$ cat config.mk
export PLATFORM = sky130hd
export DESIGN_NAME = priority_scheduler_with_burst_limit_top
export DESIGN_NICKNAME = d
export VERILOG_FILES = /design/src/psbl_pkg.sv /design/src/priority_scheduler_with_burst_limit_top.sv /design/src/psbl_front.sv /design/src/psbl_fifo.sv /design/src/psbl_back.sv
export SDC_FILE = /design/constraint.sdc
export NUM_CORES = 1
export LEC_CHECK = 0
export BUFFER_PORTS_ARGS = -buffer_cell sky130_fd_sc_hd__buf_2
export CAP_MARGIN = 5
export CORE_MARGIN = 2
export CORE_UTILIZATION = 34
export DETAILED_ROUTE_END_ITERATION = 7
export PLACE_DENSITY = 0.51
export SYNTH_ARGS = -nofsm -noshare
export SYNTH_HDL_FRONTEND = slang
export SYNTH_SLANG_ARGS = --single-unit
$ cat constraint.sdc
create_clock -name clk -period 5.06 [get_ports clk]
set_clock_uncertainty 0.2 [all_clocks]
set_input_delay 0.506 -clock clk [delete_from_list [all_inputs] [get_ports clk]]
set_output_delay 0.506 -clock clk [all_outputs]
set_load 0.02 [all_outputs]
$ cat src/psbl_pkg.sv
// ----------------------------------------------------------------------------
// psbl_pkg
// Types and constants shared by the priority scheduler modules.
// ----------------------------------------------------------------------------
package psbl_pkg;

	localparam int THREADS = 16;
	localparam int LEVELS  = 8;
	localparam int TID_W   = 4;
	localparam int LVL_W   = 3;
	localparam int CNT_W   = 4;

	localparam logic [CNT_W-1:0] BURST_RESET = 4'd5;

	localparam logic [2:0] OP_START   = 3'd0;
	localparam logic [2:0] OP_READY   = 3'd1;
	localparam logic [2:0] OP_PREEMPT = 3'd2;
	localparam logic [2:0] OP_WAIT    = 3'd3;
	localparam logic [2:0] OP_SCHED   = 3'd4;

	localparam logic [1:0] TS_UNUSED  = 2'd0;
	localparam logic [1:0] TS_READY   = 2'd1;
	localparam logic [1:0] TS_RUNNING = 2'd2;
	localparam logic [1:0] TS_WAITING = 2'd3;

	typedef struct packed {
		logic [2:0]       op;
		logic [TID_W-1:0] thread_id;
		logic [LVL_W-1:0] priority_req;
	} in_t;

	typedef struct packed {
		logic             status;
		logic             idle;
		logic [TID_W-1:0] chosen_thread;
	} out_t;

	typedef enum logic [2:0] {
		CMD_START, CMD_READY, CMD_PREEMPT, CMD_WAIT, CMD_SCHED, CMD_BAD
	} cmd_kind_t;

	typedef struct packed {
		cmd_kind_t        kind;
		logic [TID_W-1:0] id;
		logic [LVL_W-1:0] lvl;
	} cmd_t;

endpackage

$ cat src/priority_scheduler_with_burst_limit_top.sv
// A request word enters a decode register, waits in a two-entry command queue
// and is carried out by the back end, which owns the thread table and the
// ready queues. Start, ready, preempt and wait are carried out by the back end
// once the output is free. A schedule scans the priority levels from the
// highest down, one level per cycle, and then holds its result in a done state
// until the output is free. The front keeps accepting words while the back end
// works, until the queue is full.
// ----------------------------------------------------------------------------
// priority_scheduler_with_burst_limit_top
// Multilevel ready-queue scheduler with a per-level burst limit.
// ----------------------------------------------------------------------------
module priority_scheduler_with_burst_limit_top (
	input  logic                       clk,
	input  logic                       arst_n,
	input  logic                       in_valid,
	output logic                       in_stall,
	input  psbl_pkg::in_t              in_word,
	output logic                       out_valid,
	input  logic                       out_stall,
	output psbl_pkg::out_t             out_word,
	input  logic                       cfg_we,
	input  logic [psbl_pkg::CNT_W-1:0] cfg_wdata
);

	logic           push, full, pop, q_valid;
	psbl_pkg::cmd_t f_cmd, q_cmd;

	psbl_front u_front (
		.clk      (clk),
		.arst_n   (arst_n),
		.in_valid (in_valid),
		.in_stall (in_stall),
		.in_word  (in_word),
		.push     (push),
		.full     (full),
		.cmd      (f_cmd)
	);

	psbl_fifo u_fifo (
		.clk    (clk),
		.arst_n (arst_n),
		.push   (push),
		.wr_cmd (f_cmd),
		.full   (full),
		.pop    (pop),
		.valid  (q_valid),
		.rd_cmd (q_cmd)
	);

	psbl_back u_back (
		.clk       (clk),
		.arst_n    (arst_n),
		.valid     (q_valid),
		.cmd       (q_cmd),
		.pop       (pop),
		.cfg_we    (cfg_we),
		.cfg_wdata (cfg_wdata),
		.out_valid (out_valid),
		.out_stall (out_stall),
		.out_word  (out_word)
	);

endmodule

$ cat src/psbl_front.sv
// ----------------------------------------------------------------------------
// psbl_front
// Accepts request words, decodes the operation and hands commands on.
// ----------------------------------------------------------------------------
module psbl_front (
	input  logic                clk,
	input  logic                arst_n,
	input  logic                in_valid,
	output logic                in_stall,
	input  psbl_pkg::in_t       in_word,
	output logic                push,
	input  logic                full,
	output psbl_pkg::cmd_t      cmd
);

	logic           v_s1;
	psbl_pkg::cmd_t cmd_s1;
	psbl_pkg::cmd_kind_t kind;
	logic           take;

	always_comb begin
		unique case (in_word.op)
			psbl_pkg::OP_START:   kind = psbl_pkg::CMD_START;
			psbl_pkg::OP_READY:   kind = psbl_pkg::CMD_READY;
			psbl_pkg::OP_PREEMPT: kind = psbl_pkg::CMD_PREEMPT;
			psbl_pkg::OP_WAIT:    kind = psbl_pkg::CMD_WAIT;
			psbl_pkg::OP_SCHED:   kind = psbl_pkg::CMD_SCHED;
			default:              kind = psbl_pkg::CMD_BAD;
		endcase
	end

	assign in_stall = v_s1 && full;
	assign take     = in_valid && !in_stall;
	assign push     = v_s1 && !full;
	assign cmd      = cmd_s1;

	always_ff @(posedge clk or negedge arst_n) begin
		if (!arst_n) begin
			v_s1 <= 1'b0;
		end else if (take) begin
			v_s1 <= 1'b1;
		end else if (push) begin
			v_s1 <= 1'b0;
		end
	end

	always_ff @(posedge clk) begin
		if (take) begin
			cmd_s1 <= '{kind: kind, id: in_word.thread_id, lvl: in_word.priority_req};
		end
	end

endmodule

$ cat src/psbl_fifo.sv
// ----------------------------------------------------------------------------
// psbl_fifo
// Two-entry command queue between the front and back ends.
// ----------------------------------------------------------------------------
module psbl_fifo (
	input  logic           clk,
	input  logic           arst_n,
	input  logic           push,
	input  psbl_pkg::cmd_t wr_cmd,
	output logic           full,
	input  logic           pop,
	output logic           valid,
	output psbl_pkg::cmd_t rd_cmd
);

	psbl_pkg::cmd_t mem_q [2];
	logic           wr_ptr_q;
	logic           rd_ptr_q;
	logic [1:0]     count_q;

	assign full   = (count_q == 2'd2);
	assign valid  = (count_q != 2'd0);
	assign rd_cmd = mem_q[rd_ptr_q];

	always_ff @(posedge clk or negedge arst_n) begin
		if (!arst_n) begin
			wr_ptr_q <= 1'b0;
			rd_ptr_q <= 1'b0;
			count_q  <= 2'd0;
		end else begin
			if (push) begin
				wr_ptr_q <= !wr_ptr_q;
			end
			if (pop) begin
				rd_ptr_q <= !rd_ptr_q;
			end
			if (push && !pop) begin
				count_q <= count_q + 2'd1;
			end else if (pop && !push) begin
				count_q <= count_q - 2'd1;
			end
		end
	end

	always_ff @(posedge clk) begin
		if (push) begin
			mem_q[wr_ptr_q] <= wr_cmd;
		end
	end

endmodule

$ cat src/psbl_back.sv
// ----------------------------------------------------------------------------
// psbl_back
// Thread table, ready queues and the level scan that picks the next thread.
// ----------------------------------------------------------------------------
module psbl_back (
	input  logic                             clk,
	input  logic                             arst_n,
	input  logic                             valid,
	input  psbl_pkg::cmd_t                   cmd,
	output logic                             pop,
	input  logic                             cfg_we,
	input  logic [psbl_pkg::CNT_W-1:0]       cfg_wdata,
	output logic                             out_valid,
	input  logic                             out_stall,
	output psbl_pkg::out_t                   out_word
);

	typedef enum logic [1:0] {ST_IDLE, ST_SCAN, ST_DONE} state_t;

	state_t st_q;
	logic [psbl_pkg::CNT_W-1:0] limit_q;
	logic [1:0]                 tstat_q [psbl_pkg::THREADS];
	logic [psbl_pkg::LVL_W-1:0] tlvl_q  [psbl_pkg::THREADS];
	logic [psbl_pkg::TID_W-1:0] link_q  [psbl_pkg::THREADS];
	logic [psbl_pkg::TID_W-1:0] head_q  [psbl_pkg::LEVELS];
	logic [psbl_pkg::TID_W-1:0] tail_q  [psbl_pkg::LEVELS];
	logic                       ne_q    [psbl_pkg::LEVELS];
	logic [psbl_pkg::CNT_W-1:0] cnt_q   [psbl_pkg::LEVELS];

	logic [psbl_pkg::LVL_W-1:0] lvl_q, sel_q, fb_q;
	logic                       selv_q, fbv_q;
	logic                       out_valid_q;
	psbl_pkg::out_t             out_q;

	logic out_free, exec, ok, append, set_wait, set_lvl;
	logic scan, trig, hit, defer, finish, pick;
	logic [1:0]                 cur_st;
	logic [psbl_pkg::LVL_W-1:0] lv_a;
	logic [psbl_pkg::TID_W-1:0] head_id;

	assign out_free = !out_valid_q || !out_stall;
	assign cur_st   = tstat_q[cmd.id];
	assign lv_a     = tlvl_q[cmd.id];
	assign head_id  = head_q[sel_q];

	always_comb begin
		unique case (cmd.kind)
			psbl_pkg::CMD_START:   ok = (cur_st == psbl_pkg::TS_UNUSED);
			psbl_pkg::CMD_READY:   ok = (cur_st == psbl_pkg::TS_WAITING);
			psbl_pkg::CMD_PREEMPT: ok = (cur_st == psbl_pkg::TS_RUNNING);
			psbl_pkg::CMD_WAIT:    ok = (cur_st == psbl_pkg::TS_RUNNING);
			default:               ok = 1'b0;
		endcase
	end

	assign exec     = (st_q == ST_IDLE) && valid && (cmd.kind != psbl_pkg::CMD_SCHED)
	                  && out_free;
	assign pop      = (st_q == ST_IDLE) && valid
	                  && ((cmd.kind == psbl_pkg::CMD_SCHED) || out_free);
	assign append   = exec && ok && ((cmd.kind == psbl_pkg::CMD_READY)
	                  || (cmd.kind == psbl_pkg::CMD_PREEMPT));
	assign set_lvl  = exec && ok && (cmd.kind == psbl_pkg::CMD_START);
	assign set_wait = set_lvl || (exec && ok && (cmd.kind == psbl_pkg::CMD_WAIT));

	// A level at its burst limit defers to the levels below it.
	assign scan   = (st_q == ST_SCAN);
	assign trig   = cnt_q[lvl_q] >= limit_q;
	assign hit    = scan && !trig && ne_q[lvl_q];
	assign defer  = trig && ne_q[lvl_q];
	assign finish = (st_q == ST_DONE) && out_free;
	assign pick   = finish && selv_q;

	assign out_valid = out_valid_q;
	assign out_word  = out_q;

	always_ff @(posedge clk or negedge arst_n) begin
		if (!arst_n) begin
			limit_q <= psbl_pkg::BURST_RESET;
		end else if (cfg_we) begin
			limit_q <= cfg_wdata;
		end
	end

	always_ff @(posedge clk or negedge arst_n) begin
		if (!arst_n) begin
			for (int i = 0; i < psbl_pkg::THREADS; i++) begin
				tstat_q[i] <= psbl_pkg::TS_UNUSED;
			end
			for (int i = 0; i < psbl_pkg::LEVELS; i++) begin
				ne_q[i]  <= 1'b0;
				cnt_q[i] <= '0;
			end
		end else begin
			if (set_wait) begin
				tstat_q[cmd.id] <= psbl_pkg::TS_WAITING;
			end
			if (append) begin
				tstat_q[cmd.id] <= psbl_pkg::TS_READY;
				ne_q[lv_a] <= 1'b1;
			end
			if (scan && (trig || !ne_q[lvl_q])) begin
				cnt_q[lvl_q] <= '0;
			end
			if (pick) begin
				tstat_q[head_id] <= psbl_pkg::TS_RUNNING;
				cnt_q[sel_q] <= cnt_q[sel_q] + 1'b1;
				if (head_id == tail_q[sel_q]) begin
					ne_q[sel_q] <= 1'b0;
				end
			end
		end
	end

	always_ff @(posedge clk) begin
		if (set_lvl) begin
			tlvl_q[cmd.id] <= cmd.lvl;
		end
		if (append) begin
			if (ne_q[lv_a]) begin
				link_q[tail_q[lv_a]] <= cmd.id;
			end else begin
				head_q[lv_a] <= cmd.id;
			end
			tail_q[lv_a] <= cmd.id;
		end
		if (pick && (head_id != tail_q[sel_q])) begin
			head_q[sel_q] <= link_q[head_id];
		end
	end

	always_ff @(posedge clk or negedge arst_n) begin
		if (!arst_n) begin
			st_q        <= ST_IDLE;
			lvl_q       <= '0;
			sel_q       <= '0;
			fb_q        <= '0;
			selv_q      <= 1'b0;
			fbv_q       <= 1'b0;
			out_valid_q <= 1'b0;
			out_q       <= '0;
		end else begin
			if (exec || finish) begin
				out_valid_q <= 1'b1;
			end else if (!out_stall) begin
				out_valid_q <= 1'b0;
			end
			unique case (st_q)
				ST_IDLE: begin
					if (exec) begin
						out_q <= '{status: !ok, idle: 1'b0, chosen_thread: '0};
					end else if (pop) begin
						lvl_q  <= psbl_pkg::LVL_W'(psbl_pkg::LEVELS - 1);
						fbv_q  <= 1'b0;
						st_q   <= ST_SCAN;
					end
				end
				ST_SCAN: begin
					if (hit) begin
						sel_q  <= lvl_q;
						selv_q <= 1'b1;
						st_q   <= ST_DONE;
					end else begin
						if (defer) begin
							fb_q  <= lvl_q;
							fbv_q <= 1'b1;
						end
						if (lvl_q == '0) begin
							selv_q <= fbv_q || defer;
							sel_q  <= defer ? lvl_q : fb_q;
							st_q   <= ST_DONE;
						end else begin
							lvl_q <= lvl_q - 1'b1;
						end
					end
				end
				ST_DONE: begin
					if (finish) begin
						out_q <= '{status: 1'b0, idle: !selv_q,
						           chosen_thread: selv_q ? head_id : '0};
						st_q <= ST_IDLE;
					end
				end
				default: st_q <= ST_IDLE;
			endcase
		end
	end

endmodule

==> flow_summary.yaml <==
route:
  wl_per_cell_um: 21.53
  vias: 9850
  viasPerCell: 5.524
  route.detailed.drc: 0
  drtAntennaViolNets: 0
  wirelength_mm: 38.38
  drt_iter0_drc: 851
  drtPass1Iterations: 5
worst_setup_path:
  crit_top_cell: "buf_4"
  cp_max_fo: 20
  cp.depth: 10
  path_class: "reg -> reg"
  cp-start-kind: "flop"
  critPathMaxStageDelay_ns: 0.73
  critical-path-top-delay-family: "simple AND/OR/NAND/NOR gates"
  worstPathArrival_ns: 4.74
  path_cells: "nand3b_1 > a21boi_0 > o41ai_2 > and4_1 > buf_4 > a221oi_1 > a2111oi_0 > buf_4 > nand4_1 > nor3_1"
  cpMaxStageDelayCell: "dfrtp_1"
  crit_path_end_kind: "flop"
  cp.required_ns: 5.04
  r2r_cells: 10
  worst-path-buf-inv: 2
synthesis:
  yosys.area_share.xor_xnor: 0.006574
  synth_seq_cells: 307
  synth_edf_count: 206
  synthMuxAreaShare: 0.1238
  syn_area_um2: 14650
  yosys.area.top_type: "edfxtp_1"
  synth_area_leaders: "edfxtp_1 (42%), dfrtp_1 (17%), mux4_2 (5.5%), mux2i_1 (4.6%), nand2_1 (2.8%)"
  synth_top_family_by_area: "compound AO/OA/AOI/OAI gates"
  ys_seq_area_frac: 0.5948
  synth-simple-area-share: 0.1055
  ys.flop_type: "edfxtp_1"
  yosys_warnings: 0
  synth_fp_nets: 1179
  yosys.cell_types.count: 73
  synth-compound-area-share: 0.1315
  synthArstFlopShare: 0.3290
  synthAdderAreaFrac: 0.006831
  synth_top_cell_area_share: 0.4221
  syn_area_per_cell_um2: 12.72
  syn_inst: 1152
timing:
  layout_min_cycle_time_ns: 4.759
  relSlewSlack: 0.2886
  worst_pin_slew_ns: 1.059
  fmax_ghz: 0.2101
  hold_viol_final: 0
  fin_tns_setup_ns: 0
  fin_crit_sh: 0.9405
  finalWorstSetupSlack_ns: 0.3013
  drv_slew: 0
  rsz0062_at_grt: "false"
  finalSetupViolCount: 0
final_layout:
  instances_no_fill: 1783
  finish.utilization: 0.3936
  drive_above_1_share: 0.1698
  final_cell_mix: "edfxtp_1 (206), nand2_1 (109), dfrtp_1 (98)"
  layout.nets: 1237
  final_common_cell: "edfxtp_1"
  area_delta_synth_final_pct: 14.94
  fillers: 4053
  antenna_cells: 0
grt:
  overflow: 0
  antenna_found_initial: 0
  grt.total_usage: 0.1763
  grt_start_max_net_pins: 61
  grt_pass1_wl_mm: 59.84
  grt_pass1_vias: 9963
floorplan:
  io_pins: 27
  dieHeight_um: 211.6
  die-area_um2: 44780
  die-width_um: 211.6
  initial_core_util: 0.3425
  std_cell_rows: 76
  core_area_um2: 42790
pwr:
  p_per_area_nw_per_um2: 596.6
  design_power_total_mw: 10.05
  irDropWorstVdd_mv: 0.2931
  p_leak_nw: 6.232
clock_network:
  cts_tree: "done"
  clk_latency_ns: 0.57
  cts-root-buf: "clkbuf_16"
  h-tree-depth: 2
  clk_path_buf_depth: 3
  clock-sinks: 307
  post_cts_buffers: 0
  cts_buffers: 36
  cts.clk_slew.worst_paths_ns: 0.06
placement:
  gp_routability_congestion: 0.8644
  hpwl_mm: 26.58
  dp_slack_ns: 0.2581
  io_buffers: 26
  dp_cells: 1701
flow_run:
  drv_cap: 0
hold_path:
  worst_hold_path.num_cells: 2
  hold_path.class: "in -> reg"
run_status:
  status: "finished clean"
metrics by stage:
stage	area, um^2	hold WS [ns]
finish	16840	0.02574
global route	16840	0.02048
CTS	16820	0.000006661
detailed placement	15530	0.2339
global placement	15530	0.2237
floorplan	14650	0.01041
Yosys cell counts, types with 16 or more instances:
master      n
nand2_1   109
a22o_1     21
inv_1      35
a211oi_1   22
nor2_1     92
buf_2      17
mux2i_1    68
mux2_2     18
clkbuf_1   31
mux4_2     36
edfxtp_1  206
a21oi_1    36
nor3_1     28
o21ai_0    40
dfrtp_1    99
nor2b_1    16
a31oi_1    27
routing by layer:
metal	vias up	track usage	routed length, um	share of wire
li1	4516	-	-	-
met3	73	0.03367	1936	0.050
met2	282	0.2802	17850	0.46
met4	0	0.06168	1120	0.029
met1	4979	0.2419	17480	0.46
met5	-	0	0	0
final cells by class:
class                           instances  area [um^2]  share of cell area
Sequential cell                       307         8717              0.5175
Multi-Input combinational cell        742         5558              0.3300
Tap cell                              546        683.2             0.04056
Timing Repair Buffer                   87        633.1             0.03759
Clock inverter                         15        122.6            0.007280
Inverter                               36        135.1            0.008023
Clock buffer                           50        994.7             0.05905
cell families after synthesis:
logic type      after synthesis
mux                         128
simple gates                325
xor+xnor                     11
fa+ha+maj                     8
buf+inv                     103
compound gates              270
flops                       307
state kept, by name, indices dropped and copies added (netlist names), 4 cells and up:
register and flops:
u_back.out_word 6, u_back.limit_q 4, u_back.tail_q 32, u_back.tlvl_q 48
u_back.head_q 32, u_back.link_q 64, u_back.ne_q 8, u_front.cmd 10
u_fifo.mem_q 20, u_back.tstat_q 32, u_back.cnt_q 32
repair_timing:
action                     in CTS  in global routing
hold buffers                   17                  0
hold endpoints to repair       74                  0
setup endpoints to repair       0                 28
resized for setup               0                  5
worst paths after layout:
kind / startpoint / end / slack, ns
max in group asynchronous: arst_n / u_back.tstat_q[10]$_DFF_PN0_ / 3.19
min reg2reg: u_front.cmd[7]$_DFFE_PP_ / u_fifo.mem_q[0][7]$_DFFE_PP_ / 0.24
max: u_fifo.rd_ptr_q$_DFFE_PN0P_ / u_back.link_q[15][1]$_DFFE_PP_ / 0.30
min in group asynchronous: arst_n / u_back.cnt_q[16]$_DFF_PN0_ / 0.41
max reg2reg: u_fifo.rd_ptr_q$_DFFE_PN0P_ / u_back.link_q[15][1]$_DFFE_PP_ / 0.30
min: cfg_we / u_back.limit_q[3]$_DFFE_PN0P_ / 0.03
where the power goes:
part	internal [mW]	leakage (nW)	switching (mW)
Clock	1.44	0.548	1.04
Combinational	1.51	2.48	2.59
Sequential	3.17	3.20	0.301
Power figures use the tool's default switching activity.
